<file path="src/rtl/pcpi_mul.sv">
// Shared signed multiplier with a registered product.
`timescale 1ns / 1ps
`default_nettype none
module pcpi_mul (
	input  wire logic               clk,
	input  wire logic signed [24:0] a,
	input  wire logic signed [26:0] b,
	output logic signed [51:0]      p_q
);
	always_ff @(posedge clk) begin
		p_q <= a * b;
	end
endmodule
`default_nettype wire

</file>
<file path="config.mk">
export PLATFORM = sky130hd
export DESIGN_NAME = pcpi_mul
export DESIGN_NICKNAME = d
export VERILOG_FILES = /design/src/rtl/pcpi_mul.sv
export SDC_FILE = /design/constraint.sdc
export NUM_CORES = 2
export LEC_CHECK = 0
export BUFFER_PORTS_ARGS = -buffer_cell sky130_fd_sc_hd__buf_2
export CAP_MARGIN = 20
export CORE_MARGIN = 2
export CORE_UTILIZATION = 50
export CTS_CLUSTER_DIAMETER = 40
export DETAILED_ROUTE_END_ITERATION = 10
export PLACE_DENSITY = 0.69
export SLEW_MARGIN = 20
export SYNTH_ARGS = -nofsm -noshare
export SYNTH_HDL_FRONTEND = slang
export SYNTH_SLANG_ARGS = --single-unit
export TNS_END_PERCENT = 50
</file>
<file path="constraint.sdc">
create_clock -name clk -period 7.8 [get_ports clk]
set_input_delay 0.78 -clock clk [delete_from_list [all_inputs] [get_ports clk]]
set_output_delay 0.78 -clock clk [all_outputs]
set_load 0.03 [all_outputs]
</file>
-- After elaboration in Yosys (flattened, before gate mapping)
Index checks and enable logic that the tools add are counted.
- multipliers: 1
- operators by type and width (kind ; count):
    25-bit by 27-bit multiplier with 52-bit output ; 1
- register bits: 52
- input port bits: 53
- output and inout bits: 52
- logic and storage cells: 2

-- Logic depth before layout (Yosys ltp)
- word-level depth: 1
- mapped depth: 26
- depth with buffers taken out: 25

-- Least setup slack after synthesis
No wires, ideal clock.
- kind: input port to flip-flop
- start: input b[26]
- end: register p_q[51]
- arrival time: 7249 ps
- buffers on the path: 1
- library setup time: 72 ps
- required time: 7728 ps
- stages: 24
- setup slack: 479 ps
- path through: clkbuf_1 > nand2_1 > inv_1 > fa_1 > fa_1 > inv_1 > fa_1 > inv_1 > fa_1 > fa_1 > inv_1 > fa_1 > fa_1 > inv_1 > ha_1 > a21o_1 > nand2_1 > nand2b_1 > a21o_1 > a21o_1 > a21o_1 > a22o_1 > a211oi_1 > xnor2_1
- word-level cells in the longest chain between the ends: 1
- RTL lines (item ; line ; source):
    start, declared ; 7 ; input wire logic signed [26:0] b,
    25-bit by 27-bit multiplier with 52-bit output ; 11 ; p_q <= a * b;
    end signal, assigned ; 11 ;
    end, declared ; 8 ; output logic signed [51:0] p_q
No other way between the ends.

-- Final worst setup path
- start: input b[26]
- end: register p_q[47]
The elaborated chain is that of the path after synthesis.

==> impl_summary.txt <==
----------------------------------------------------
[Run status]
  Status ... finished, final reports clean

[Clock network]
  Number of buffers inserted during clock tree synthesis ... 5
  Clock-pin transition on the worst setup and hold timing paths ... 90 ps
  Root buf cell ... sky130_fd_sc_hd__clkbuf_16
  Number of clock sinks ... 52
  Hold Buf Count CTS ... 0
  H-tree level count ... 2
  Deepest clock path buffer count ... 2
  Postcts setup bufs ... 0
  TritonCTS clock tree ... done

[Logic synthesis]
  Post-Synth Adder-Cell Area ... 62.3%
  Ys async rst share ... 0%
  Combinational family with the most area after synthesis ... adder cells
  Proportion of synthesized area in mux cells ... 0.0783%
  Compound-gate portion of the synthesized area ... 3.77%
  Netlist cell types ... 57
  Gate count of the mapped netlist ... 2737
  Number of flip-flops and latches in the synthesized netlist ... 52
  Fraction of synthesized cell area in xor and xnor cells ... 1.99%
  Post-synthesis instance area ... 25600 um^2
  Synth Area per Inst ... 9.34 um^2
  Basic-gate share of the synthesized area counting and, or, nand and nor cells ... 15.3%
  Net Count, Synth ... 3639
  Number of synthesized flops with an enable pin ... 0
  Portion of the post-synthesis area used by sequential elements ... 4.07%
  Count of warnings emitted by yosys ... 0
  Main synth FF type ... sky130_fd_sc_hd__dfxtp_1

[Route]
  Mean number of vias per cell ... 5.22
  Routed Wire Length ... 67200 um
  Antenna-violating nets left ... 0
  WL/cell ... 19.1 um
  Number of DRC violations after detailed routing ... 0
  First-pass detailed-route iteration total ... 5
  Vias after detailed routing ... 18400
  Drt initial violations ... 1081

[STA]
  Endpoints failing hold ... 0
  Worst-margin pin slew ... 831 ps
  Rel. slew slack ... 44.0%
  Final number of setup-violating endpoints ... 0
  Final Slew Violations ... 0
  Final critical-path share of the clock period ... 96.1%
  Max Clock Freq ... 133 MHz
  Minimum period implied by the final worst setup slack ... 7490 ps
  Unrepaired setup endpoints after global routing ... no
  Setup ws final ... 305 ps

[Floorplan]
  Die Footprint ... 52900 um^2
  Core box area ... 50300 um^2
  Initial Utilization ... 50.8%
  # IOs ... 105
  Horizontal extent of the die ... 230 um
  Cell row count ... 82
  Floorplan die height ... 230 um

[Cells and area]
  Largest register FFs ... 52
  Final layout net count ... 3756
  Post-synthesis to final-layout area growth ... 8.33%
  Fraction of final layout cells sized beyond drive strength 1 ... 9.18%
  Highest-count cells in the layout ignoring fill and taps ... sky130_fd_sc_hd__inv_1, sky130_fd_sc_hd__fa_1, sky130_fd_sc_hd__nand2_1
  Top reg by flops ... p_q
  Biggest registers after layout ... p_q x52
  # fillers ... 4437
  Most common cell after layout, fill and taps aside ... sky130_fd_sc_hd__inv_1

[Placement]
  Pre-CTS worst setup slack ... -90.7 ps
  HPWL after DPL ... 59000 um
  Quantity of I/O buffers inserted on ports ... 104
  Final weighted congestion in routability-driven placement ... 0.962

[Global routing]
  First-pass GRT wire length ... 112000 um
  Overall track demand over capacity in global routing ... 27.3%
  Pin count of the biggest net entering global routing ... 28
  Initial antenna violation count ... 4
  Remaining global-route overflow ... 0
  Number of global-route vias before repair ... 21100

[Hold path]
  Hold_sp ... b[0]
  Hold Path Class ... in2reg
  Sink of the worst hold path ... p_q[0]
  Hold Path Depth ... 3

[Setup path]
  Critical path launch point type ... primary input
  Element type at the critical path end ... flop
  Req. time, crit path ... 8030 ps
  Data arrival time of the critical path ... 7730 ps
  Critical path fanouts, max ... 9
  Worst setup path category ... in2reg

[Flow run]
  Number of max-capacitance violations reported ... 0

----------------------------------------------------
[through the flow]
stage	std cells	hold WS (ps)	TNS [ps]	utilization (%)	cell area, um^2
2_1_floorplan	2737	902	0	-	25600
3_3_place_gp	3519	1210	-47.1	54.7	27500
3_5_place_dp	3519	1210	-554	54.7	27500
4_1_cts	3527	1060	0	55.0	27600
5_1_grt	3528	1090	0	55.1	27700
6_report	3528	1070	0	55.1	27700
[area by class of cell]
cell class / instances / area (um^2) / share of cell area [%]
Inverter: 729 / 2740 / 9.89
Clock inverter: 3 / 25.0 / 0.0904
Timing Repair Buffer: 233 / 1580 / 5.70
Multi-Input combinational cell: 1833 / 21300 / 77.1
Sequential cell: 52 / 1040 / 3.76
Tap cell: 672 / 841 / 3.04
Antenna cell: 1 / 2.50 / 0.00904
Clock buffer: 5 / 125 / 0.452
[timing repair]
action | 4_1_cts | 5_1_grt
resized for setup | 0 | 10
setup endpoints to repair | 0 | 9
hold endpoints to repair | 0 | 0
[layer usage]
metal  vias to the layer above  wire [um]  track usage [%]  part of all wire [%]
li1                       7996          -                -                     -
met1                      9600      25300             34.0                    38
met2                       634      34500             47.4                    51
met3                       195       3570             2.74                   5.3
met4                         6       3840             13.6                   5.7
met5                         -         33                0                 0.049
[cells in the mapped netlist, drive strengths merged (2+ instances only)]
cell | number | area (um^2)
xor2 | 21 | 184
o21bai | 7 | 52.6
xnor2 | 37 | 324
nand2 | 357 | 1340
and3 | 7 | 45.1
a311oi | 3 | 32.5
fa | 704 | 14100
a31oi | 9 | 56.3
ha | 145 | 1810
nor2 | 43 | 164
buf | 6 | 25.0
o21a | 4 | 30.0
clkbuf | 117 | 439
a211oi | 6 | 62.6
and4 | 2 | 17.5
nor2b | 3 | 18.8
o21ai | 22 | 118
o31ai | 2 | 25.0
nand2b | 12 | 75.1
nor3b | 2 | 15.0
dfxtp | 52 | 1040
a2111oi | 2 | 36.3
a21oi | 42 | 218
a21boi | 4 | 30.0
o211ai | 7 | 52.6
inv | 729 | 2740
nand3 | 12 | 60.1
and2 | 334 | 2090
a31o | 3 | 26.3
mux2i | 2 | 20.0
nor3 | 4 | 20.0
a21o | 19 | 143
nand4 | 6 | 37.5
[how the worst max path moves through the flow]
stage               slack (ps)   from  endpoint  cells past startpoint
floorplan                  480  b[26]   p_q[51]                     24
global placement           -20   a[2]   p_q[51]                     24
detailed placement         -90   a[2]   p_q[47]                     26
CTS                        220   a[2]   p_q[51]                     26
global route                 6   b[5]   p_q[51]                     28
finish                     310  b[26]   p_q[47]                     27
[cell families after synthesis]
kind of cell / after synthesis
buffers and inverters: 852
AO/OA/AOI/OAI: 138
XOR/XNOR: 58
adder cells (fa/ha/maj): 849
flip-flops: 52
AND/OR/NAND/NOR: 786
multiplexers: 2
[critical path, cell delays in order]
cell                       delay, ps
sky130_fd_sc_hd__buf_2           300
sky130_fd_sc_hd__nand2_1         170
sky130_fd_sc_hd__buf_4           170
sky130_fd_sc_hd__fa_1            480
sky130_fd_sc_hd__inv_1            60
sky130_fd_sc_hd__fa_1            540
sky130_fd_sc_hd__inv_1            60
sky130_fd_sc_hd__fa_1            500
sky130_fd_sc_hd__fa_1            520
sky130_fd_sc_hd__inv_1            50
sky130_fd_sc_hd__fa_1            450
sky130_fd_sc_hd__fa_1            510
sky130_fd_sc_hd__inv_1            50
sky130_fd_sc_hd__fa_1            480
sky130_fd_sc_hd__inv_1            40
sky130_fd_sc_hd__ha_1            350
sky130_fd_sc_hd__and4_1          240
sky130_fd_sc_hd__nand3_1         110
sky130_fd_sc_hd__or3_1           380
sky130_fd_sc_hd__a211oi_2        150
sky130_fd_sc_hd__buf_4           180
sky130_fd_sc_hd__o311ai_1        140
sky130_fd_sc_hd__buf_4           170
sky130_fd_sc_hd__a21boi_1        270
sky130_fd_sc_hd__a21o_1          280
sky130_fd_sc_hd__a31oi_1         140
sky130_fd_sc_hd__xnor2_1         140
Power is not shown: default switching activity piles up to over one toggle a cycle in this logic, so the estimate is an artifact.
