### config.mk
export PLATFORM = sky130hd
export DESIGN_NAME = pcpi_div
export DESIGN_NICKNAME = d
export VERILOG_FILES = /design/src/rtl/pcpi_pkg.sv /design/src/rtl/pcpi_div.sv
export SDC_FILE = /design/constraint.sdc
export NUM_CORES = 1
export LEC_CHECK = 0
export ABC_AREA = 1
export BUFFER_PORTS_ARGS = -buffer_cell sky130_fd_sc_hd__buf_2
export CORE_ASPECT_RATIO = 0.75
export CORE_MARGIN = 1.5
export CORE_UTILIZATION = 31
export DETAILED_ROUTE_END_ITERATION = 16
export PLACE_DENSITY = 0.5
export SYNTH_ARGS = -nofsm -noshare
export SYNTH_HDL_FRONTEND = slang
export SYNTH_SLANG_ARGS = --single-unit
### constraint.sdc
create_clock -name clk -period 6.74 [get_ports clk]
set_input_delay 1.011 -clock clk [delete_from_list [all_inputs] [get_ports clk]]
set_output_delay 1.011 -clock clk [all_outputs]
set_load 0.005 [all_outputs]
### src/rtl/pcpi_pkg.sv
// Shared types, codes and constants of the per-cell PI fuel correction block.
`timescale 1ns / 1ps
`default_nettype none
package pcpi_pkg;

	typedef enum logic [1:0] {
		FN_SAMPLE = 2'd0,
		FN_CLEAR  = 2'd1,
		FN_READ   = 2'd2,
		FN_TARGET = 2'd3
	} func_t;

	typedef enum logic [2:0] {
		CFG_FILTER = 3'd0,
		CFG_GAIN_P = 3'd1,
		CFG_GAIN_I = 3'd2,
		CFG_WARM   = 3'd3,
		CFG_CRANK  = 3'd4
	} cfg_idx_t;

	typedef enum logic [3:0] {
		ST_IDLE,
		ST_SWEEP,
		ST_SWEEP_END,
		ST_READ,
		ST_MUL_AVG,
		ST_MUL_P,
		ST_MUL_I,
		ST_DIV_INIT,
		ST_DIV,
		ST_WRITE,
		ST_DONE
	} state_t;

	typedef struct packed {
		logic [25:0]        avg;
		logic signed [24:0] integ;
		logic signed [40:0] corr;
		logic [23:0]        cnt;
	} cell_rec_t;

	typedef struct packed {
		logic done;
		logic rem_nz;
	} div_stat_t;

	localparam int unsigned DIV_DIGITS = 4;
	localparam logic [22:0] DIV_RECIP = 23'd4294968;
	localparam logic [21:0] DIVISOR = 22'd1000;
	localparam logic signed [24:0] INTEG_LIMIT = 25'sd10000000;
	localparam logic [23:0] COUNT_MAX = 24'hFFFFFF;

endpackage
`default_nettype wire

### src/rtl/pcpi_div.sv
// Divider of an unsigned magnitude by the constant 1000, one 12-bit digit at a time.
`timescale 1ns / 1ps
`default_nettype none
module pcpi_div (
	input  wire logic         clk,
	input  wire logic         arst_n,
	input  wire logic         start,
	input  wire logic [47:0]  num,
	output pcpi_pkg::div_stat_t stat,
	output logic [47:0]       quo
);
	import pcpi_pkg::*;

	logic        busy_q;
	logic        phase_q;
	logic        done_q;
	logic [1:0]  cnt_q;
	logic [47:0] sh_q;
	logic [9:0]  rem_q;
	logic [21:0] x;
	logic [21:0] x_q;
	logic [44:0] prod;
	logic [11:0] qd_q;
	logic [21:0] r;

	// The digit quotient is floor(x * ceil(2^32 / 1000) / 2^32), exact for x below 2^22.
	assign x    = {rem_q, sh_q[47:36]};
	assign prod = 45'(x) * 45'(DIV_RECIP);
	assign r    = x_q - 22'(qd_q) * DIVISOR;

	always_ff @(posedge clk or negedge arst_n) begin
		if (!arst_n) begin
			busy_q  <= 1'b0;
			phase_q <= 1'b0;
			done_q  <= 1'b0;
			cnt_q   <= '0;
		end else begin
			done_q <= 1'b0;
			if (start) begin
				busy_q  <= 1'b1;
				phase_q <= 1'b0;
				cnt_q   <= '0;
			end else if (busy_q) begin
				phase_q <= !phase_q;
				if (phase_q) begin
					cnt_q <= cnt_q + 2'd1;
					if (cnt_q == 2'(DIV_DIGITS - 1)) begin
						busy_q <= 1'b0;
						done_q <= 1'b1;
					end
				end
			end
		end
	end

	always_ff @(posedge clk) begin
		if (start) begin
			sh_q  <= num;
			rem_q <= '0;
		end else if (busy_q) begin
			if (!phase_q) begin
				x_q  <= x;
				qd_q <= prod[43:32];
			end else begin
				rem_q <= r[9:0];
				sh_q  <= {sh_q[35:0], qd_q};
			end
		end
	end

	assign stat.done   = done_q;
	assign stat.rem_nz = (rem_q != 10'd0);
	assign quo         = sh_q;
endmodule
`default_nettype wire

Word level (Yosys, flattened, before mapping)
Cells that the tools add are included.
{"block": "op_classes", "n_eq_ne": 1, "n_reduce_logical": 7, "n_bitwise": 2, "mux": 16, "mul": 2, "addsub": 2}
{"cell": "48-bit 2-to-1 mux", "n": 3}
{"cell": "22-bit by 20-bit multiplier with 41-bit output (second input constant)", "n": 1}
{"cell": "12-bit by 7-bit multiplier with 7-bit output (second input constant)", "n": 1}
{"cell": "1-bit 2-to-1 mux", "n": 10}
{"cell": "10-bit nonzero test", "n": 1}
{"cell": "10-bit subtractor", "n": 1}
{"cell": "2-bit 2-to-1 mux", "n": 3}
{"cell": "2-bit AND reduction", "n": 2}
{"cell": "2-bit nonzero test", "n": 2}
{"cell": "3-bit AND reduction", "n": 1}
{"cell": "2-bit by 1-bit adder with 2-bit output (second input constant)", "n": 1}
{"cell": "2-bit equality test (second input constant)", "n": 1}
{"cell": "1-bit inverter", "n": 2}
{"cell": "1-bit zero test", "n": 1}
{"block": "word_totals", "word_cells": 38, "regBits": 85, "in_bits": 51, "output_inout_bits": 50}

Depth between registers and ports, before layout
Gate-level depths: netlist (run 1).
{"block": "depth", "word_depth": 5, "depth_mapped": 23, "depth_no_buf": 23}

Least setup slack after synthesis (run 1)
No wires, ideal clock.
{"block": "synth_path", "path_kind": "register -> register", "start": "register sh_q[43] (netlist: quo[43])", "end": "register qd_q[0], data pin", "n_path_buf": 0, "setup_slack_ns": 1.744, "setup_ns": 0.252, "synth_period_minus_slack_ns": 4.996, "arrival_ns": 4.743, "stages_incl_launch_ff": 21, "t_required_ns": 6.488, "cell_sequence": "edfxtp_1 -> ha_1 -> ha_1 -> inv_1 -> fa_1 -> fa_1 -> inv_1 -> fa_1 -> fa_1 -> inv_1 -> fa_1 -> inv_1 -> ha_1 -> a21oi_1 -> o21ai_0 -> a21oi_1 -> nor2_1 -> nor2_1 -> nand2_1 -> nand2_1 -> nand2_1"}
{"block": "synth_via", "elab_chain_len": 1}
{"item": "start: declaration", "line": "pcpi_div.sv:18", "source": "logic [47:0] sh_q;"}
{"item": "start signal: assignment", "line": "pcpi_div.sv:58", "source": "sh_q <= num;"}
{"item": "start signal: assignment", "line": "pcpi_div.sv:66", "source": "sh_q <= {sh_q[35:0], qd_q};"}
{"item": "22-bit by 20-bit multiplier with 41-bit output", "line": "pcpi_div.sv:28", "source": "assign prod = 45'(x) * 45'(DIV_RECIP);"}
{"item": "net prod[32]", "line": "pcpi_div.sv:22", "source": "logic [44:0] prod;"}
{"item": "end signal: assignment", "line": "pcpi_div.sv:63", "source": "qd_q <= prod[43:32];"}
{"item": "end: declaration", "line": "pcpi_div.sv:23", "source": "logic [11:0] qd_q;"}
The timed path passes the listed nets, and every way through them passes these cells.
A chain may end at the register's enable or synchronous reset.

Worst setup path after layout (run 1)
{"block": "layout_path", "start": "register sh_q[39] (netlist: quo[39])", "end": "register qd_q[2], data pin"}
The elaborated chain is that of the path after synthesis.

==> impl_results.md, run 1 <==
- Crit path max fanout: 8
- Inserted Diodes: 0
- Post-layout net count: roughly 1,800
- # DRC: 0
- Post-DP HPWL: 28,900 um
- Total area of sequential cells: 0.00243 mm^2
- Worst R2R Setup Slack: 0.85 ns
- Number of enable flip-flop cells after synthesis: 70
- Vias/cell: between 4 and 5
- Filler instances: approximately 3,700
- Main flop type after synthesis: edfxtp_1
- Asr flop ratio synth: 0.0588
- Synthesized flop and latch total: between 80 and 90
- Total track usage: 0.194
- Cell depth of the worst setup path: 20
- CP endpoint kind: register
- Worst Path Buf+Inv: 4
- Core area: 0.0345 mm^2
- Worst Clk Skew: 0.0205 ns
- Postcts setup bufs: 0
- Register area share after synthesis: 0.224
- Starting DRT DRC Count: 685
- Startpoint Class: register
- # port buffers: 100
- Status: finished, final reports clean
- Die Span Y: between 150 and 200 um
- CTS Root Cell: clkbuf_16
- # IOs: 101
- Tightest Pin Transition: 0.881 ns
- Synth Area per Inst: between 8 and 9 um^2
- TritonRoute pass-1 iters: 5
- Vias in the first global route: between 8,000 and 9,000
- First-pass GRT wire length: between 50,000 and 60,000 um
- Total grt overflow: 0
- Slew margin rel.: 0.410
- Routed len/inst: approximately 18 um
- Worst path slowest cell: edfxtp_1
- Reg2reg path depth: 20
- Post-DRT Antenna Nets: 0
- Hold Buf Count CTS: 0
- Post-CTS Resized: 0
- # H-tree levels: 3
- RePlAce Congestion: approximately 0.9
- Max cap viols: 0
- Drt total wl: 33,700 um
- Final hold violation count: 0
- Layout area overhead: 13.0%
- Synthesized instance count: 1,299
- Endpoints failing setup: 0
- Later-pin clock latency in the skew report: 0.36 ns
- Clock sink count: 85
- Fmax: roughly 0.17 GHz
- Cell Chain, Critical Path: ha_1, ha_1, inv_1, fa_1, fa_1, inv_1, fa_1, fa_1, inv_1, fa_1, inv_1, ha_1, a21oi_1, o21ai_0, a21oi_1, nor2_1, nor2_1, nand2_1, nand2_1, nand2_1
- Die ar.: approximately 0.036 mm^2
- Fraction of layout cells with a size suffix above 1: 0.109
- CP max stage delay: around 0.62 ns
- Largest net degree at the start of global routing: 60
- Setup TNS: 0 ns
- DIE WIDTH: between 200 and 250 um
- Family with the most delay on the worst path: adder cells
- # rows: 59
- Yosys cell types: 40
- Multi-input gate area: 0.00726 mm^2
- Final min period: between 5 and 6 ns
- DR vias: 8,627
- Initial antenna violation count: 0
- CTS tree: done
- DP Cell Count: around 1,800
- Hold WC Path Type: in -> async
- Cell area after synthesis: around 0.011 mm^2
- Yosys warns: 0
- Slew Viols, Final: 0
- Data required, critical path: a little under 7 ns
- Total CTS buffers: 9
- Most frequent CP cell: fa_1
- RSZ-0062 raised after global routing: false
- Critical path class: reg -> reg
- Clock transition at path regs: about 0.080 ns
- Post-route clock period utilization: 0.874
- Initial Utilization: 0.314
- Post-Syn Nets: about 1,700
- Arr. time, crit path: roughly 6.0 ns
- CTS Buffer Depth: 2
- Final Non-Filler Cells: roughly 1,900
cell type report:
class / instances / share of cell area
Tap cell: 457 / 0.0467
Clock buffer: 9 / 0.0184
Clock inverter: 7 / 0.0103
Sequential cell: 85 / 0.198
Timing Repair Buffer: 106 / 0.0445
Inverter: 291 / 0.0892
Multi-Input combinational cell: 908 / 0.593
flip-flops by register name, summed over array words and instances (netlist names):
signal and flops:
qd_q 12, phase_q 1, busy_q 1, x_q 10, rem_q 10, done_q 1, cnt_q 2, quo 48
path summary, 6_finish.rpt:
check                         start       end
setup / recovery            quo[39]   qd_q[2]
hold / removal               arst_n  cnt_q[1]
setup reg to reg            quo[39]   qd_q[2]
hold reg to reg            cnt_q[0]  cnt_q[0]
max in group asynchronous    arst_n    busy_q
min in group clk           cnt_q[0]  cnt_q[0]
kinds of logic after synthesis:
logic type	Yosys count	share of synthesized area
adders and majority gates	304	0.421
and+or+nand+nor	495	0.192
xor gates and xnor gates	4	0.00323
AOI/OAI and AO/OA	104	0.0526
buffers and inverters	306	0.107
DFF	85	0.224
muxes	1	0.000924
synthesized netlist by cell type, drive strengths merged (2+ instances only):
| master | instances | area (um^2) |
|---|---|---|
| a21o | 3 | 22.5 |
| a21oi | 49 | 245 |
| a31oi | 4 | 25.0 |
| buf | 5 | 28.8 |
| clkbuf | 10 | 37.5 |
| dfrtp | 5 | 125 |
| dfxtp | 10 | 200 |
| edfxtp | 70 | 2100 |
| fa | 101 | 2020 |
| ha | 203 | 2540 |
| inv | 291 | 1090 |
| nand2 | 340 | 1310 |
| nand3 | 41 | 205 |
| nand3b | 5 | 37.5 |
| nand4 | 11 | 68.8 |
| nor2 | 85 | 354 |
| nor3 | 9 | 55.1 |
| nor4 | 3 | 40.0 |
| o21a | 3 | 22.5 |
| o21ai | 34 | 174 |
| o21bai | 4 | 30.0 |
| o22ai | 3 | 18.8 |
| o32ai | 2 | 17.5 |
| xor2 | 4 | 35.0 |
placed cells by master, fill, tap and decap left out, types with 2 or more instances in the layout:
cell       count
nor2_1        73
buf_2        100
o32ai_1        2
nor2_2        11
nand2_1      330
dfxtp_1       10
nand3b_1       5
fa_1         101
inv_2          3
o22ai_1        3
edfxtp_1      70
nor3_1         6
a21o_1         3
ha_1         203
inv_6          2
o21bai_1       4
nand3_1       41
a21oi_1       49
bufinv_16      3
a31oi_1        4
o21ai_0       32
o21a_1         3
nor3_2         3
xor2_1         4
nand4_1       11
buf_4          6
nand2_4        2
dfrtp_1        5
clkbuf_16      9
inv_1        288
nand2_2        8
worst register-to-register path, stage by stage, from the launching register on:
cell and delay, ns:
edfxtp_1 0.62, ha_1 0.40, ha_1 0.14, inv_1 0.08, fa_1 0.45, fa_1 0.55, inv_1 0.05, fa_1 0.47
fa_1 0.56, inv_1 0.06, fa_1 0.54, inv_1 0.06, ha_1 0.35, a21oi_1 0.42, o21ai_0 0.31, a21oi_1 0.25
nor2_1 0.07, nor2_1 0.12, nand2_1 0.07, nand2_1 0.05, nand2_1 0.04
metal layers:
| layer | track usage | part of all wire | up-vias | wire, um |
|---|---|---|---|---|
| met1 | 0.306 | 0.52 | 4087 | 17600 |
| met5 | 0 | 0 | - | 0 |
| met4 | 0.0271 | 0.0095 | 0 | 320 |
| li1 | - | - | 4295 | - |
| met3 | 0.0376 | 0.064 | 17 | 2140 |
| met2 | 0.274 | 0.40 | 228 | 13600 |
through the flow:
| stage | utilization | instance area (um^2) | hold slack [ns] | setup WS, ns |
|---|---|---|---|---|
| after floorplan | - | 10800 | 0.457 | 1.74 |
| after global placement | 0.344 | 11900 | 0.468 | 0.932 |
| after detailed placement | 0.344 | 11900 | 0.472 | 0.969 |
| after CTS | 0.355 | 12200 | 0.456 | 0.946 |
| after global routing | 0.355 | 12200 | 0.459 | 0.582 |
| final | 0.355 | 12200 | 0.467 | 0.848 |
Power of run 1 is left out: the tool's default activity adds up to more than one toggle a clock period on the data nets, which glitch-free logic cannot reach.
==> inputs of run 2 (changes only) <==
--- a/config.mk
+++ b/config.mk
@@ -6,9 +6,10 @@
 export NUM_CORES = 1
 export LEC_CHECK = 0
 export ABC_AREA = 1
+export ABC_CLOCK_PERIOD_IN_PS = 6740
 export BUFFER_PORTS_ARGS = -buffer_cell sky130_fd_sc_hd__buf_2
 export CORE_ASPECT_RATIO = 0.75
-export CORE_MARGIN = 1.5
+export CORE_MARGIN = 5
 export CORE_UTILIZATION = 31
 export DETAILED_ROUTE_END_ITERATION = 16
 export PLACE_DENSITY = 0.5
==> run 2 against run 1 <==
Against the previous run:
- critical path depth unchanged
- flip-flop and latch count did not move
- register-to-register slack better by 0.02 ns
- first-iteration DRC count decreased by 16%
- critical path type unchanged
==> impl_results.md, run 2 (synthesized netlist as in run 1, its figures left out) <==
- Status: finished, final reports clean (unchanged)
- Tightest Pin Transition: 0.650 ns (was 0.881 ns)
- RSZ-0062 raised after global routing: false (unchanged)
- # DRC: 0 (unchanged)
- CTS Root Cell: clkbuf_16 (unchanged)
- Setup TNS: 0 ns (unchanged)
- Die Span Y: 172 um (was 165 um)
- Slew margin rel.: 0.565 (was 0.410)
- Total CTS buffers: 9 (unchanged)
- Post-DRT Antenna Nets: 0 (unchanged)
- Final hold violation count: 0 (unchanged)
- Max cap viols: 0 (unchanged)
- Initial antenna violation count: 0 (unchanged)
- Worst path slowest cell: edfxtp_1 (unchanged)
- Cell Chain, Critical Path: ha_1, ha_1, inv_1, fa_1, fa_1, inv_1, fa_1, fa_1, inv_1, fa_1, inv_1, ha_1, a21oi_1, o21ai_0, a21oi_1, nor2_1, nor2_1, nand2_1, nand2_1, nand2_1 (unchanged)
- Routed len/inst: 18.4 um (was 18.1 um)
- CP endpoint kind: register (unchanged)
- Met1 Use GR: 0.285 (was 0.306)
- GRT busiest layer: met1 (unchanged)
- DR vias: 8,665 (was 8,627)
- Fraction of layout cells with a size suffix above 1: 0.109 (unchanged)
- First-pass GRT wire length: 52,400 um (was 51,900 um)
- Vias in the first global route: 8,728 (was 8,570)
- Post-CTS Resized: 0 (unchanged)
- Startpoint Class: register (unchanged)
- Worst Clk Skew: 0.0129 ns (was 0.0205 ns)
- Hold Buf Count CTS: 0 (unchanged)
- Met3 usage: 0.0289 (was 0.0376)
- Data required, critical path: 6.86 ns (was 6.87 ns)
- Post-DP HPWL: 29,300 um (was 28,900 um)
- TritonRoute pass-1 iters: 5 (unchanged)
- Critical path class: reg -> reg (unchanged)
- Endpoints failing setup: 0 (unchanged)
- Fmax: 0.170 GHz (about the same)
- CTS tree: done (unchanged)
- Worst Path Buf+Inv: 4 (unchanged)
- Post-layout net count: 1,756 (unchanged)
- # port buffers: 100 (unchanged)
- DIE WIDTH: 226 um (was 219 um)
- Arr. time, crit path: 5.99 ns (was 6.02 ns)
- Drt total wl: 34,200 um (was 33,700 um)
- Total track usage: 0.178 (was 0.194)
- Layout area overhead: 12.7% (was 13.0%)
- Most frequent cells in the layout: nand2_1 (330), inv_1 (288), ha_1 (203) (unchanged)
- Crit path max fanout: 8 (unchanged)
- Filler instances: 3,615 (was 3,658)
- Max reg flops: 48 (unchanged)
- Family with the most delay on the worst path: adder cells (unchanged)
- Largest net degree at the start of global routing: 60 (unchanged)
- Core area: 0.0346 mm^2 (was 0.0345 mm^2)
- Most common cell after layout, fill and taps aside: nand2_1 (unchanged)
- Final min period: 5.87 ns (was 5.89 ns)
- Postcts setup bufs: 0 (unchanged)
- Hold WC Path Type: in -> async (unchanged)
- # IOs: 101 (unchanged)
- Vias/cell: 4.65 (was 4.63)
- Clock transition at path regs: 0.07 ns (was 0.08 ns)
- Initial Utilization: 0.313 (was 0.314)
- Clock sink count: 85 (unchanged)
- Inserted Diodes: 0 (unchanged)
- Die ar.: 0.0388 mm^2 (was 0.0361 mm^2)
- # H-tree levels: 3 (unchanged)
- RePlAce Congestion: 0.925 (was 0.912)
- Cell depth of the worst setup path: 20 (unchanged)
- Most frequent CP cell: fa_1 (unchanged)
- Reg2reg path depth: 20 (unchanged)
- # rows: 59 (unchanged)
- CTS Buffer Depth: 2 (unchanged)
- Met2 Resource Use GR: 0.257 (was 0.274)
- Slew Viols, Final: 0 (unchanged)
- Later-pin clock latency in the skew report: 0.35 ns (was 0.36 ns)
- CP max stage delay: 0.76 ns (was 0.62 ns)
- Starting DRT DRC Count: 578 (was 685)
- Post-route clock period utilization: 0.871 (was 0.874)
- Total grt overflow: 0 (unchanged)
==> run 2: cell count changes in the layout (fill, tap and decap cells not counted) <==
| cell | previous run | this run |
|---|---|---|
| bufinv_16 | 3 | 1 |
| clkbuf_8 | 0 | 1 |
| clkinv_4 | 0 | 1 |
==> run 2: layer usage <==
metal	vias to the layer above	part of all wire
li1	4300	-
met1	4133	0.52
met2	218	0.41
met3	14	0.056
met4	0	0.010
met5	-	0
==> run 2: metrics by stage <==
stage / cells / worst slack (ns) / hold slack, ns / cell area (um^2) / util
finish: 1863 / 0.869 / 0.469 / 12200 / 0.353
global route: 1863 / 0.555 / 0.465 / 12200 / 0.353
CTS: 1863 / 0.932 / 0.462 / 12200 / 0.353
detailed placement: 1847 / 0.937 / 0.484 / 11900 / 0.344
global placement: 1847 / 0.847 / 0.494 / 11900 / 0.344
floorplan: 1299 / 1.74 / 0.457 / 10800 / -
==> run 2: worst reg2reg max path, cell delays in order, from the launching register on <==
cell,delay [ns]
edfxtp_1,0.76
ha_1,0.36
ha_1,0.20
inv_1,0.16
fa_1,0.44
fa_1,0.49
inv_1,0.05
fa_1,0.51
fa_1,0.56
inv_1,0.06
fa_1,0.50
inv_1,0.04
ha_1,0.37
a21oi_1,0.36
o21ai_0,0.22
a21oi_1,0.20
nor2_1,0.06
nor2_1,0.14
nand2_1,0.07
nand2_1,0.05
nand2_1,0.05
==> run 2: final cells by class <==
type,count,area [um^2],area share
Multi-Input combinational cell,908,7260,0.595
Timing Repair Buffer,106,546,0.0447
Sequential cell,85,2430,0.199
Tap cell,457,572,0.0468
Clock inverter,6,75.1,0.00615
Inverter,291,1090,0.0894
Clock buffer,10,239,0.0196
==> run 2: final timing paths <==
kind | to | startpoint | slack [ns]
worst max register to register | qd_q[0] | quo[43] | 0.87
worst max-delay path | qd_q[0] | quo[43] | 0.87
worst min-delay path | phase_q | arst_n | 0.47
worst min register to register | cnt_q[0] | cnt_q[0] | 0.50
max in group asynchronous | busy_q | arst_n | 6.12
min in group clk | cnt_q[0] | cnt_q[0] | 0.50
Power of run 2 is left out for the same reason.
==> inputs of run 3 (changes only) <==
==> constraint.sdc (replaced) <==
create_clock -name clk -period 6.74 [get_ports clk]
set_input_delay 0 -clock clk [delete_from_list [all_inputs] [get_ports clk]]
set_output_delay 0 -clock clk [all_outputs]
set_load 0.005 [all_outputs]
==> run 3 against run 2 <==
Against the previous run:
- maximum frequency rose by 0.32%
- clock skew barely moved
- worst setup slack improved by 0.019 ns
- count of clock-buffer cells in the layout did not move
- global-route usage rose by 0.19 points
- core utilization rose by 1.4 points
- first-iteration DRC count rose by 5.4%
- sequential share of layout area fell by 0.74 points
==> impl_results.md, run 3 (synthesized netlist as in run 1, its figures left out) <==
- CP max stage delay: 0.76 ns (about the same)
- Initial antenna violation count: 0 (unchanged)
- Slew margin rel.: 0.565 (about the same)
- RSZ-0062 raised after global routing: false (unchanged)
- Drt total wl: 34,700 um (was 34,200 um)
- Data required, critical path: 6.86 ns (about the same)
- Post-DRT Antenna Nets: 0 (unchanged)
- Post-route clock period utilization: 0.868 (was 0.871)
- Vias/cell: 4.61 (was 4.65)
- Slew Viols, Final: 0 (unchanged)
- # H-tree levels: 3 (unchanged)
- CP endpoint kind: register (unchanged)
- Tightest Pin Transition: 0.650 ns (about the same)
- Total track usage: 0.180 (was 0.178)
- # DRC: 0 (unchanged)
- Status: finished, final reports clean (unchanged)
- Initial Utilization: 0.313 (unchanged)
- Worst Path Buf+Inv: 4 (unchanged)
- DR vias: 8,800 (was 8,665)
- # rows: 59 (unchanged)
- Cell Chain, Critical Path: ha_1, ha_1, inv_1, fa_1, fa_1, inv_1, fa_1, fa_1, inv_1, fa_1, inv_1, ha_1, a21oi_1, o21ai_0, a21oi_1, nor2_1, nor2_1, nand2_1, nand2_1, nand2_1 (unchanged)
- Most frequent cells in the layout: nand2_1 (330), inv_1 (288), ha_1 (203) (unchanged)
- Fraction of layout cells with a size suffix above 1: 0.105 (was 0.109)
- # port buffers: 100 (unchanged)
- Max reg flops: 48 (unchanged)
- Most frequent CP cell: fa_1 (unchanged)
- Layout area overhead: 17.0% (was 12.7%)
- Endpoints failing setup: 0 (unchanged)
- Later-pin clock latency in the skew report: 0.35 ns (about the same)
- Inserted Diodes: 0 (unchanged)
- Post-layout net count: 1,803 (was 1,756)
- Max cap viols: 0 (unchanged)
- Final hold violation count: 0 (unchanged)
- Startpoint Class: register (unchanged)
- Arr. time, crit path: 5.97 ns (was 5.99 ns)
- Met2 Resource Use GR: 0.261 (was 0.257)
- Core area: 0.0346 mm^2 (unchanged)
- CTS Root Cell: clkbuf_16 (unchanged)
- Filler instances: 3,567 (was 3,615)
- TritonRoute pass-1 iters: 5 (unchanged)
- CTS tree: done (unchanged)
- Worst Clk Skew: 0.0132 ns (was 0.0129 ns)
- # IOs: 101 (unchanged)
- Die ar.: 0.0388 mm^2 (unchanged)
- Met3 usage: 0.0290 (was 0.0289)
- Starting DRT DRC Count: 609 (was 578)
- Fmax: 0.171 GHz (was 0.170 GHz)
- Most common cell after layout, fill and taps aside: nand2_1 (unchanged)
- Total grt overflow: 0 (unchanged)
- Family with the most delay on the worst path: adder cells (unchanged)
- Final min period: 5.85 ns (was 5.87 ns)
- Setup TNS: 0 ns (unchanged)
- Largest net degree at the start of global routing: 60 (unchanged)
- Postcts setup bufs: 0 (unchanged)
- Clock sink count: 85 (unchanged)
- CTS Buffer Depth: 2 (unchanged)
- DIE WIDTH: 226 um (unchanged)
- Critical path class: reg -> reg (unchanged)
- Routed len/inst: 18.2 um (was 18.4 um)
- RePlAce Congestion: 0.925 (unchanged)
- Vias in the first global route: 8,930 (was 8,728)
- First-pass GRT wire length: 53,100 um (was 52,400 um)
- Hold WC Path Type: in -> async (unchanged)
- Met1 Use GR: 0.287 (was 0.285)
- Post-DP HPWL: 29,300 um (unchanged)
- Die Span Y: 172 um (unchanged)
- Clock transition at path regs: 0.08 ns (was 0.07 ns)
- Crit path max fanout: 8 (unchanged)
- Total CTS buffers: 9 (unchanged)
- GRT busiest layer: met1 (unchanged)
- Worst path slowest cell: edfxtp_1 (unchanged)
==> run 3: cell types whose count changed in the layout (fill, tap and decap cells not counted) <==
| cell | delta |
|---|---|
| dlygate4sd3_1 | +47 |
==> run 3: layout make-up <==
class	count	area [um^2]	share of cell area
flip-flops and latches	85	2430	0.191
multi-input cells	908	7260	0.573
inverters	291	1090	0.0861
clock buffers	10	239	0.0188
clock inverters	6	75.1	0.00592
well taps	457	572	0.0451
repair buffers	153	1020	0.0801
==> run 3: path summary, 6_finish.rpt <==
path	from	endpoint	slack (ns)	cells past startpoint
min reg2reg	cnt_q[0]	cnt_q[0]	0.50	1
max in group asynchronous	arst_n	busy_q	6.58	2
max reg2reg	quo[43]	qd_q[0]	0.89	20
min in group clk	num[38]	quo[38]	0.02	3
max	quo[43]	qd_q[0]	0.89	20
min	arst_n	phase_q	0.01	2
==> run 3: layer usage <==
metal	up-vias	wire, um
met1	4178	18200
met2	212	14200
met3	21	1820
met5	-	0
li1	4389	-
met4	0	405
==> run 3: metrics by stage <==
stage	hold WS, ns	instances	util	cell area [um^2]	worst slack, ns
final	0.0125	1910	0.366	12700	0.887
after floorplan	-0.296	1299	-	10800	1.74
after global placement	-0.170	1847	0.344	11900	0.847
after global routing	0.0226	1910	0.366	12700	0.555
after CTS	0.00939	1909	0.366	12700	0.932
after detailed placement	-0.165	1847	0.344	11900	0.937
==> run 3: timing repair <==
| action | CTS | global route |
|---|---|---|
| gates resized for setup | 0 | 0 |
| hold endpoints to repair | 50 | 1 |
| hold buffers | 46 | 1 |
Power of run 3 is left out for the same reason.
